===== src/rtl/rtdp_pkg.sv =====
// Package for the rotate-then-drive controller: constants, phase codes, arc table.
// Used by all modules under rtl; depends on nothing.
package rtdp_pkg;
  localparam int CordicSteps = 16;
  localparam logic signed [40:0] FullTurn = 41'sd411566;
  localparam logic signed [43:0] QuarterPi = 44'sd1686629713;
  localparam logic [1:0] PhIdle = 2'd0;
  localparam logic [1:0] PhRot = 2'd1;
  localparam logic [1:0] PhDrive = 2'd2;
  localparam logic [1:0] RegMax = 2'd0;
  localparam logic [1:0] RegAng = 2'd1;
  localparam logic [1:0] RegPos = 2'd2;

  typedef struct packed {
    logic start_atan;
    logic start_sqrt;
    logic start_mul;
  } cmd_t;

  typedef struct packed {
    logic atan_done;
    logic sqrt_done;
    logic mul_done;
  } sts_t;

  function automatic logic [43:0] arc(input logic [4:0] i);
    logic [43:0] r;
    case (i)
      5'd0: r = 44'd843314856;  5'd1: r = 44'd497837829;
      5'd2: r = 44'd263043836;  5'd3: r = 44'd133525158;
      5'd4: r = 44'd67021686;   5'd5: r = 44'd33543515;
      5'd6: r = 44'd16775850;   5'd7: r = 44'd8388437;
      5'd8: r = 44'd4194282;    5'd9: r = 44'd2097149;
      5'd10: r = 44'd1048575;   5'd11: r = 44'd524287;
      5'd12: r = 44'd262143;    5'd13: r = 44'd131071;
      5'd14: r = 44'd65535;     5'd15: r = 44'd32767;
      5'd16: r = 44'd16383;     5'd17: r = 44'd8191;
      5'd18: r = 44'd4095;      5'd19: r = 44'd2047;
      5'd20: r = 44'd1023;      5'd21: r = 44'd511;
      5'd22: r = 44'd255;       5'd23: r = 44'd127;
      5'd24: r = 44'd63;        5'd25: r = 44'd31;
      5'd26: r = 44'd15;        5'd27: r = 44'd7;
      5'd28: r = 44'd3;         5'd29: r = 44'd1;
      default: r = 44'd0;
    endcase
    return r;
  endfunction
endpackage


===== src/rtl/rtdp_ctrl.sv =====
// Sequencer for the rotate-then-drive controller.
// Depends on rtdp_pkg; drives rtdp_datapath through cmd_t and reads sts_t.
module rtdp_ctrl (
  input  logic clk,
  input  logic rst,
  input  logic in_fire,
  input  logic action,
  input  logic [1:0] phase,
  input  logic out_ready,
  input  rtdp_pkg::sts_t sts,
  output rtdp_pkg::cmd_t cmd,
  output logic in_ready,
  output logic calc_rot,
  output logic load_out,
  output logic out_valid
);
  import rtdp_pkg::*;

  typedef enum logic [5:0] {
    S_IDLE = 6'b000001,
    S_ATAN = 6'b000010,
    S_MULR = 6'b000100,
    S_SQRT = 6'b001000,
    S_MULD = 6'b010000,
    S_OUT  = 6'b100000
  } st_t;

  st_t st, st_next;
  logic ov, ov_next;
  logic is_goal, is_goal_next;
  logic rot_job, rot_job_next;

  assign out_valid = ov;
  assign in_ready = (st == S_IDLE) && !ov;
  assign calc_rot = rot_job;

  always_comb begin
    st_next = st;
    ov_next = ov && !out_ready;
    is_goal_next = is_goal;
    rot_job_next = rot_job;
    cmd = '0;
    load_out = 1'b0;
    case (st)
      S_IDLE: begin
        if (in_fire) begin
          is_goal_next = action;
          rot_job_next = !action && (phase == PhRot);
          if (action || phase == PhRot) begin
            st_next = S_ATAN;
            cmd.start_atan = 1'b1;
          end else if (phase == PhDrive) begin
            st_next = S_SQRT;
            cmd.start_sqrt = 1'b1;
          end
        end
      end
      S_ATAN: begin
        if (sts.atan_done) begin
          if (is_goal) st_next = S_IDLE;
          else begin
            st_next = S_MULR;
            cmd.start_mul = 1'b1;
          end
        end
      end
      S_SQRT: begin
        if (sts.sqrt_done) begin
          st_next = S_MULD;
          cmd.start_mul = 1'b1;
        end
      end
      S_MULR, S_MULD: begin
        if (sts.mul_done) st_next = S_OUT;
      end
      S_OUT: begin
        load_out = 1'b1;
        ov_next = 1'b1;
        st_next = S_IDLE;
      end
      default: st_next = S_IDLE;
    endcase
  end

  always_ff @(posedge clk) begin
    if (rst) begin
      st <= S_IDLE;
      ov <= 1'b0;
      is_goal <= 1'b0;
      rot_job <= 1'b0;
    end else begin
      st <= st_next;
      ov <= ov_next;
      is_goal <= is_goal_next;
      rot_job <= rot_job_next;
    end
  end
endmodule


===== config.mk =====
export PLATFORM = sky130hd
export DESIGN_NAME = rtdp_ctrl
export DESIGN_NICKNAME = d
export VERILOG_FILES = /design/src/rtl/rtdp_pkg.sv /design/src/rtl/rtdp_ctrl.sv
export SDC_FILE = /design/constraint.sdc
export NUM_CORES = 1
export LEC_CHECK = 0
export CAP_MARGIN = 25
export CORE_AREA = 2 2 39 41
export CTS_CLUSTER_SIZE = 40
export DETAILED_ROUTE_END_ITERATION = 8
export DIE_AREA = 0 0 41 43
export DONT_BUFFER_PORTS = 1
export GPL_TIMING_DRIVEN = 0
export HOLD_SLACK_MARGIN = 0.06
export PLACE_DENSITY_LB_ADDON = 0.2
export SLEW_MARGIN = 25
export SYNTH_ARGS = -nofsm -noshare
export SYNTH_HDL_FRONTEND = slang
export SYNTH_SLANG_ARGS = --single-unit
export TNS_END_PERCENT = 100

===== constraint.sdc =====
create_clock -name clk -period 2.5 [get_ports clk]
set_input_delay 0.25 -clock clk [delete_from_list [all_inputs] [get_ports clk]]
set_output_delay 0.25 -clock clk [all_outputs]
set_load 0.05 [all_outputs]

== Yosys cells after proc, flatten, opt, wreduce, memory -nomap -nowiden ==
Index checks and enable logic that the tools add are counted.
W data, S select, Z words.

* Div/mod/pow operators: 0
* Order comparisons: 0
* Add/subtract/negate cells: 0
* Multipliers: 0
* Mux-type cells: 19
* Equal/unequal tests: 13
* Shift-type cells: 0
* Reduce and logical (&&, ||, !) cells: 10
* Bitwise logic cells: 0

{| class="wikitable"
|+ Operators with widths
! cell !! number
|-
| $mux W6 || 6
|-
| $pmux W6 S4 || 1
|-
| $mux W1 || 8
|-
| $ne A2 B2 Y1 const B || 4
|-
| $eq A6 B1 Y1 const B || 1
|-
| $eq A6 B2 Y1 const B || 1
|-
| $eq A6 B3 Y1 const B || 1
|-
| $eq A6 B4 Y1 const B || 1
|-
| $eq A6 B5 Y1 const B || 1
|-
| $eq A6 B6 Y1 const B || 1
|-
| $reduce_and A5 Y1 || 1
|-
| $mux W2 || 2
|-
| $logic_and A1 B1 Y1 || 3
|-
| $logic_not A1 Y1 || 3
|-
| $mux W3 || 1
|-
| $ne A3 B1 Y1 const B || 1
|-
| $eq A2 B1 Y1 const B || 1
|-
| $eq A2 B2 Y1 const B || 1
|-
| $pmux W1 S2 || 1
|-
| $reduce_and A2 Y1 || 1
|-
| $reduce_or A2 Y1 || 1
|-
| $logic_or A1 B1 Y1 || 1
|}

* Word-level logic and storage cells: 46
* Input port bits: 10
* Memories: 0
* Memory bits (read-only): 0
* Register bits after elaboration: 9
* Bits in writable memories: 0
* Latch bits: 0
* Output and inout bits: 7

== Logic depth before layout (Yosys ltp) ==
Gate-level depths: netlist (run 1).

* Depth after elaboration: 5
* Mapped depth: 5

== Worst setup path after synthesis (run 1) ==
No wires, ideal clock.

* Path kind: reg-to-output
* Start point: reg st[1]
* End point: out cmd[1] (netlist bit)
* Arrival time: 2569 ps
* Cell stages (with the launch flop): 5
* Slack: -319 ps
* Path buffers: 0
* Path through: dfxtp_1 or4_4 nor3b_1 nand2_1 nor3b_1

{| class="wikitable"
|+ RTL lines
! what !! RTL line !! text
|-
| from (decl) || rtdp_ctrl.sv:28 || <nowiki>st_t st, st_next;</nowiki>
|-
| from (signal assigned) || rtdp_ctrl.sv:92 || <nowiki>st <= st_next;</nowiki>
|-
| to (decl) || rtdp_ctrl.sv:11 || <nowiki>output rtdp_pkg::cmd_t cmd,</nowiki>
|}

==> key figures, run 1 <==
Drt
  • Per-cell routed wire length: about 14 microns
  • DRC viols: 0
  • First drt pass iteration count: 4
  • Via Count: ~430
  • Routed Antenna Nets: 0
  • DRT iter0 DRCs: 7
  • Routed WL: 1100 microns
  • Vias per cell: approximately 5.6

Timing
  • Pins over their slew limit: 0
  • Worst clock skew: ~0.0011 ns
  • Period utilization: 0.968
  • Hold slack: roughly 0.13 ns
  • RSZ-0062 raised after global routing: no
  • Setup TNS: 0 ns
  • Worst Tran Pin Value: 0.596 ns
  • Count of final setup violators: 0
  • Crit path time final: roughly 2.4 ns
  • Peak Freq: just over 400 MHz
  • Final hold viol count: 0
  • Worst rel slew slack: 0.602

Power
  • Worst vdd ir: slightly below 0.3 mV
  • Leakage: around 0.00022 uW
  • PwrDens: just over 700 nW/um^2

Clocking
  • Worst-path clk slew: 0.06 ns
  • Root Driver: clkbuf_4
  • CTS tree: yes
  • TritonCTS Buffers: 3
  • H-Tree Level Count: 1
  • Setup Fix Bufs, Post-CTS: 0
  • TritonCTS Sinks: 9
  • Clk_lat worst skew: 0.27 ns
  • Clk buf depth: 2

Layout
  • N_diodes: 0
  • Commonest non-fill, non-tap cell in the layout: dfxtp_1
  • Commonest cells after routing, fill and taps aside: dfxtp_1, nor2_1, nor2b_1, clkbuf_4
  • P&R area growth vs syn: 21.5%
  • Fill count: 141
  • Fin cells: 77
  • Post-layout net count: 72
  • Share of layout cells above drive strength 1: 0.230
  • Design Area, Final: approximately 580 sq um

Place
  • Cell Area, Placed: between 500 and 600 sq um
  • IO buf count: 0
  • Placed Cells: 72
  • GP Congestion: between 0.7 and 0.8
  • Hpwl dp: ~800 microns

Floorplanning
  • Die footprint: approximately 1800 sq um
  • Die height: approximately 43 microns
  • Starting Density: 0.344
  • Row count: 14
  • Chip width: a little over 40 microns
  • # IOs: 17
  • Core Footprint: roughly 1400 sq um

Logic synthesis
  • Syn_nets: 64
  • Synthesized flop and latch total: 9
  • Syn_area_per_cell: ~9 sq um
  • Mapped Area: between 400 and 500 sq um
  • Synth Warn #: 0
  • Number of distinct library cells after synthesis: 24
  • Post-Syn Instances: 54
  • Sequential-to-total area share from yosys stat: 0.378

Job
  • Max-Cap Viols: 0

Setup path
  • Worst endpoint data arrival time: between 2 and 2.5 ns
  • Worst Path Required: 2.25 ns
  • Startpoint Class: flip-flop
  • Peak fanout along the critical path: 6
  • Crit Path Class: reg2out
  • CP Capture Type: output port

Global route
  • Gr ovfl total: 0
  • GRT Util Overall: 0.154
  • First-pass GRT wire length: 1770 microns
  • Pin count of the biggest net entering global routing: 7
  • Vias in the first global route: ~390
  • Initial antenna violation count: 0

Run status
  • Status: completed

Hold path
  • Hold crit path type: in2reg
final timing paths:
path / slack [ns] / cells past startpoint / to / startpoint
hold / removal: 0.13 / 2 / is_goal / action
setup / recovery: 0.08 / 4 / cmd[1] / st[1]
setup reg to reg: 0.34 / 5 / st[1] / st[1]
hold reg to reg: 0.51 / 2 / is_goal / is_goal
registers in the layout, indices dropped and copies added, names as in the netlist:
| signal | count |
|---|---|
| st | 6 |
| out_valid | 1 |
| calc_rot | 1 |
| is_goal | 1 |
kinds of logic after synthesis:
kind of cell              Yosys count  synth area share
xor gates and xnor gates            1            0.0184
buffers and inverters               1           0.00787
DFF                                 9             0.378
AOI/OAI and AO/OA                  10             0.163
and+or+nand+nor                    31             0.391
muxes                               2            0.0420
cell usage after synthesis:
library cell  n  area (sq um)
o21ai_0       2          10.0
nor3_1        1          5.00
nor2b_1       3          18.8
or3b_4        1          11.3
nand2_1       3          11.3
nor4_1        2          12.5
and3b_2       1          10.0
nand4b_1      2          17.5
dfxtp_1       9           180
nand3_1       2          10.0
nor3b_1       5          37.5
xor2_1        1          8.76
or4_4         1          11.3
o221ai_2      1          15.0
nor2_1        9          33.8
mux2i_1       2          20.0
a22o_1        1          8.76
a22oi_1       1          7.51
a21oi_1       1          5.00
o31a_1        1          8.76
o21a_1        2          15.0
inv_1         1          3.75
o211ai_1      1          7.51
nand3b_1      1          7.51
power by group:
group | switching (uW) | internal [uW] | leakage, uW
registers | 12.8 | 153 | 0.0000732
clock network | 57.8 | 62.0 | 0.0000150
logic | 80.1 | 51.2 | 0.000128
layer usage:
layer	wire length (microns)	share of wire	up-vias	GRT usage
met5	0	0	-	0
met4	56	0.051	0	0.120
met3	73	0.067	7	0.0419
met2	509	0.46	12	0.216
met1	457	0.42	193	0.189
li1	-	-	217	-
worst max-delay path: stages (launching register included):
cell and delay, ns:
dfxtp_1 0.35, or4_4 0.59, nor3b_4 0.29, nand2_2 0.15
nor3b_4 0.51
through the flow:
stage / worst slack, ns / util / power, uW
5_1_grt: 0.00323 / 0.419 / 436
2_1_floorplan: 0.104 / - / 267
6_report: 0.0794 / 0.419 / 416
4_1_cts: 0.0140 / 0.417 / 414
3_3_place_gp: -0.137 / 0.363 / 281
3_5_place_dp: -0.120 / 0.374 / 282
repair_timing:
action                                  CTS  global route
resized for setup                         5             1
pin swaps                                 1             1
hold endpoints to repair                  5             0
hold buffers                              1             0
endpoints found under the setup margin    4             2
layout make-up:
| cell class | instances | area (sq um) | share of cell area |
|---|---|---|---|
| well taps | 16 | 20.0 | 0.0346 |
| inverters | 1 | 3.75 | 0.00648 |
| flip-flops and latches | 9 | 180 | 0.311 |
| clock buffers | 4 | 26.3 | 0.0454 |
| multi-input cells | 44 | 328 | 0.566 |
| repair buffers | 3 | 21.3 | 0.0367 |
No activity file was read; power rests on OpenSTA's default activity.
==> inputs of run 2 (changes only) <==
- MAX_ROUTING_LAYER: not set -> met4
- PLACE_DENSITY_LB_ADDON: 0.2 -> 0.15
==> run 2 against run 1 <==
  * Cell count is the same
  * Combinational power hardly changed
  * Sequential cell count unchanged
  * Clock-buffer cell count did not move
  * Die area is the same
  * Clock power down 6%
  * Register-to-register slack better by 0.04 ns
  * Worst hold slack better by 0.019 ns
  * Sequential share of layout area decreased by 0.27 points
  * Routed wire length decreased by 4.7%
  * Via count decreased by 2.1%
  * Critical endpoint unchanged
  * Highest routed layer unchanged
==> key figures, run 2 (synthesis results as in run 1) <==
Floorplanning
  • Die height: 43 microns
  • Chip width: slightly above 40 microns
  • Starting Density: 0.344
  • Die footprint: roughly 1800 sq um
  • Row count: 14
  • # IOs: 17
  • Core Footprint: between 1000 and 1500 sq um

Setup path
  • Reg2Reg Launch Point: st[1]
  • CP startpoint: st[1]
  • Crit Path Class: reg2out
  • Slowest CP cell: or4_4
  • Worst endpoint data arrival time: between 2 and 2.5 ns
  • Crit path cell chain: or4_4 > nor3b_4 > nand2_4 > nor3b_4
  • CP peak stage delay: between 0.5 and 0.6 ns
  • Startpoint Class: flip-flop
  • Crit path top cell by count: nor3b_4
  • Peak fanout along the critical path: 6
  • CP Capture Type: output port
  • Worst Path Required: 2.25 ns

Layout
  • P&R area growth vs syn: 22.6%
  • Post-layout net count: 72
  • Max reg flops: 6
  • Commonest cells after routing, fill and taps aside: dfxtp_1, nor2_1, nor2b_1, clkbuf_4
  • Share of layout cells above drive strength 1: 0.230
  • Fill count: between 100 and 150
  • Reg with most FFs: st
  • Commonest non-fill, non-tap cell in the layout: dfxtp_1
  • N_diodes: 0

Timing
  • Count of final setup violators: 0
  • Worst clock skew: 0.00473 ns
  • Worst Tran Pin Value: approximately 0.6 ns
  • Period utilization: 0.959
  • Peak Freq: approximately 420 MHz
  • Crit path time final: 2.40 ns
  • RSZ-0062 raised after global routing: no
  • Pins over their slew limit: 0
  • Final hold viol count: 0
  • Final setup margin: roughly 0.10 ns
  • Worst rel slew slack: 0.610

Hold path
  • Hold crit path type: in2reg
  • Min-Delay Startpoint: in_fire

Global route
  • GRT Util Overall: 0.154
  • Vias in the first global route: approximately 400
  • Gr ovfl total: 0
  • First-pass GRT wire length: 1720 microns
  • Pin count of the biggest net entering global routing: 7
  • Initial antenna violation count: 0

Run status
  • Status: completed

Power
  • PwrDens: 702 nW/um^2
  • Worst vdd ir: ~0.29 mV
  • Leakage: 0.000219 uW
  • Overall Power: a little over 400 uW

Clocking
  • TritonCTS Buffers: 3
  • Setup Fix Bufs, Post-CTS: 0
  • Clk buf depth: 2
  • Worst-path clk slew: approximately 0.060 ns
  • TritonCTS Sinks: 9
  • CTS tree: yes
  • Root Driver: clkbuf_4
  • H-Tree Level Count: 1
  • Clk_lat worst skew: between 0.2 and 0.3 ns

Drt
  • DRT iter0 DRCs: 4
  • Via Count: 420
  • Routed WL: 1040 microns
  • First drt pass iteration count: 2
  • Routed Antenna Nets: 0
  • Per-cell routed wire length: about 14 microns
  • DRC viols: 0
  • Vias per cell: between 5 and 6

Place
  • IO buf count: 0
  • Hpwl dp: roughly 760 microns
  • Place WS: -0.156 ns
  • GP Congestion: roughly 0.72

Job
  • Max-Cap Viols: 0
run 2: cell types whose count changed in the layout (fill, tap and decap cells not counted):
cell	before	now
nand2_2	1	0
nand2_4	0	1
run 2: repair_timing:
action                                 in CTS  in global routing
hold buffers                                1                  0
pin swaps                                   1                  3
setup endpoints to repair                   4                  2
gates resized for setup                     6                  1
endpoints found under the hold margin       5                  0
run 2: final timing paths:
kind / endpoint / cells after the start / slack [ns]
setup / recovery: cmd[1] / 4 / 0.10
hold / removal: calc_rot / 2 / 0.15
setup reg to reg: st[1] / 5 / 0.38
hold reg to reg: is_goal / 2 / 0.52
run 2: per-layer routing:
| layer | routed length [microns] | global-route usage | share of wire |
|---|---|---|---|
| met1 | 514 | 0.175 | 0.49 |
| met2 | 425 | 0.206 | 0.41 |
| met3 | 94 | 0.105 | 0.090 |
| met4 | 9 | 0.0600 | 0.0086 |
| met5 | 0 | - | 0 |
run 2: through the flow:
stage / area, sq um / instances / hold slack (ns) / utilization / TNS, ns
2_1_floorplan: 482 / 54 / 0.319 / - / 0
3_3_place_gp: 502 / 70 / 0.323 / 0.363 / -0.383
3_5_place_dp: 518 / 72 / 0.323 / 0.374 / -0.342
4_1_cts: 579 / 77 / 0.146 / 0.419 / 0
5_1_grt: 584 / 77 / 0.152 / 0.422 / 0
6_report: 584 / 77 / 0.153 / 0.422 / 0
run 2: cell type report:
cell class                 count  area (sq um)  area share
multi-input combinational     44           333       0.570
timing repair buffer           3          21.3      0.0364
tap                           16          20.0      0.0343
inverter                       1          3.75     0.00642
clock buffer                   4          26.3      0.0450
sequential                     9           180       0.308
run 2: worst max-delay path: cells and delay by family, from the launching register on:
family / cells / cell delay [ns]
DFF: 1 / 0.35
and+or+nand+nor: 4 / 1.54
run 2: where the power goes:
| part | switching [uW] | total, uW | internal [uW] |
|---|---|---|---|
| logic | 80.7 | 132 | 51.4 |
| registers | 12.3 | 165 | 153 |
| clock network | 51.3 | 113 | 61.6 |
==> inputs of run 3 (changes only) <==
- ABC_AREA: not set -> 1
- CORE_AREA: 2 2 39 41 -> not set
- CORE_UTILIZATION: not set -> 40
- DIE_AREA: 0 0 41 43 -> not set
- GPL_ROUTABILITY_DRIVEN: not set -> 0
==> run 3 against run 2 <==
  * Worst hold slack better by 0.0014 ns
  * Routed wire length rose by 21%
  * Total power grew 110%
  * Critical path type unchanged
  * Utilization up 6.9 points
  * Clock power hardly changed
  * Register-to-register slack improved by 0.24 ns
==> key figures, run 3 <==
Layout
  • Fill count: between 100 and 150
  • Reg with most FFs: st
  • Max reg flops: 6
  • Commonest non-fill, non-tap cell in the layout: inv_1
  • Commonest cells after routing, fill and taps aside: inv_1, nand2_1, nor2_1, dfxtp_1, nand3_1
  • Register area: approximately 180 sq um
  • Multi-input logic area: 327 sq um
  • Share of layout cells above drive strength 1: 0.101
  • Post-layout net count: 110
  • N_diodes: 0
  • P&R area growth vs syn: 12.1%

Timing
  • Crit path time final: 2.18 ns
  • Period utilization: 0.873
  • Final hold viol count: 0
  • Worst clock skew: 0.00743 ns
  • Count of final setup violators: 0
  • Setup TNS: 0 ns
  • Worst Tran Pin Value: between 1 and 1.5 ns
  • Pins over their slew limit: 0
  • RSZ-0062 raised after global routing: no
  • Worst rel slew slack: 0.304
  • Peak Freq: approximately 460 MHz

Logic synthesis
  • Syn_area_per_cell: 6.20 sq um
  • Mapped Area: 577 sq um
  • Yosys top cell by area: dfxtp_1
  • Synth top area share: 0.312
  • Most instantiated library cell after synthesis: inv_1
  • Sequential-to-total area share from yosys stat: 0.312
  • Syn_nets: between 100 and 150
  • Async SR Flop Fraction: 0
  • Post-Syn Instances: 93
  • Most common library cells after synthesis: inv_1, nand2_1, nor2_1
  • Post-synth EDFFs: 0
  • Synthesized flop and latch total: 9
  • Number of distinct library cells after synthesis: 15
  • Synth Warn #: 0
  • Prevailing post-synth register cell: dfxtp_1
  • Ranking of synthesized cells by area: dfxtp_1, inv_1, nand2_1

Global route
  • GR peak layer: met2
  • Global Route met2 Usage: 0.331
  • GRT Util Overall: 0.200
  • Initial antenna violation count: 0
  • Gr ovfl total: 0
  • Pin count of the biggest net entering global routing: 8
  • First-pass GRT wire length: between 2000 and 2500 microns
  • Met1 GRT Util: 0.218
  • GRT met3 Usage: 0.0833
  • Vias in the first global route: about 500

Floorplanning
  • # IOs: 17
  • Starting Density: 0.438
  • Row count: 13
  • Die footprint: 1600 sq um
  • Die height: roughly 40 microns
  • Chip width: between 30 and 40 microns
  • Core Footprint: between 1000 and 1500 sq um

Clocking
  • Clk_lat worst skew: 0.27 ns
  • Root Driver: clkbuf_4
  • Post-CTS Resized: 0
  • TritonCTS Buffers: 3
  • TritonCTS Sinks: 9
  • Cts hold-fix bufs: 1
  • Clk buf depth: 2
  • CTS tree: yes
  • H-Tree Level Count: 1
  • Setup Fix Bufs, Post-CTS: 0
  • Worst-path clk slew: approximately 0.060 ns

Power
  • Flop pwr share: 0.264
  • Psw: around 470 uW
  • Leakage: approximately 0.00034 uW
  • Worst vdd ir: between 0.6 and 0.7 mV
  • Clk network pwr share: 0.133
  • PwrDens: between 1000 and 1500 nW/um^2
  • Comb pwr share: 0.604
  • Sw Ratio: 0.549
  • Power Internal: around 390 uW
  • Overall Power: around 860 uW

Setup path
  • Worst endpoint data arrival time: ~1.9 ns
  • Crit Path Class: reg2out
  • CP Capture Type: output port
  • Startpoint Class: flip-flop
  • Peak fanout along the critical path: 5
  • Worst Path Required: 2.25 ns

Drt
  • DRT iter0 DRCs: 13
  • First drt pass iteration count: 4
  • Routed WL: 1260 microns
  • Vias per cell: about 5.2
  • Routed Antenna Nets: 0
  • DRC viols: 0
  • Per-cell routed wire length: between 10 and 15 microns
  • Via Count: approximately 600

Place
  • Hpwl dp: 978 microns
  • IO buf count: 0

Run status
  • Status: completed

Hold path
  • Hold crit path type: in2reg

Job
  • Max-Cap Viols: 0
-- run 3: metal layers --
| layer | share of wire | vias up | wire length (microns) |
|---|---|---|---|
| met3 | 0.059 | 2 | 74 |
| met5 | 0 | - | 0 |
| met4 | 0.0079 | 0 | 10 |
| met2 | 0.46 | 16 | 578 |
| met1 | 0.47 | 274 | 598 |
| li1 | - | 302 | - |
-- run 3: cell type report --
class,count,share of cell area
repair buffers,2,0.0309
clock buffers,4,0.0406
well taps,15,0.0290
multi-input cells,64,0.505
inverters,20,0.116
flip-flops and latches,9,0.279
-- run 3: cells by family after synthesis --
logic type,count (synthesis),synth area share
AND/OR/NAND/NOR,56,0.482
buffers and inverters,20,0.130
flip-flops,9,0.312
AO/OA/AOI/OAI,8,0.0759
-- run 3: worst max-delay path, cell delays in order (launching register included) --
cell and delay (ns):
dfxtp_1 0.34, nor2_1 0.30, nand3_1 0.19, o22ai_1 0.84
-- run 3: worst paths after layout --
path | start | end | slack [ns] | depth (start not counted)
max | st[0] | cmd[0] | 0.32 | 3
min reg2reg | is_goal | is_goal | 0.50 | 2
max reg2reg | st[2] | st[1] | 0.62 | 7
min | out_ready | out_valid | 0.15 | 3
-- run 3: stage by stage --
stage	hold WS (ns)	std cells	worst slack, ns	util	area, sq um
floorplan	0.319	93	0.435	-	577
global placement	0.321	108	0.342	0.452	596
detailed placement	0.325	108	0.618	0.456	601
CTS	0.0621	113	0.319	0.483	637
global route	0.151	114	0.228	0.491	647
finish	0.155	114	0.317	0.491	647
-- run 3: power by group through the flow --
stage                     logic (uW)  registers, uW  clock network, uW
after floorplan                  439            224                  0
after global placement           505            228                  0
after detailed placement         511            229                  0
after CTS                        517            226                118
after global routing             573            231                126
final                            518            226                114
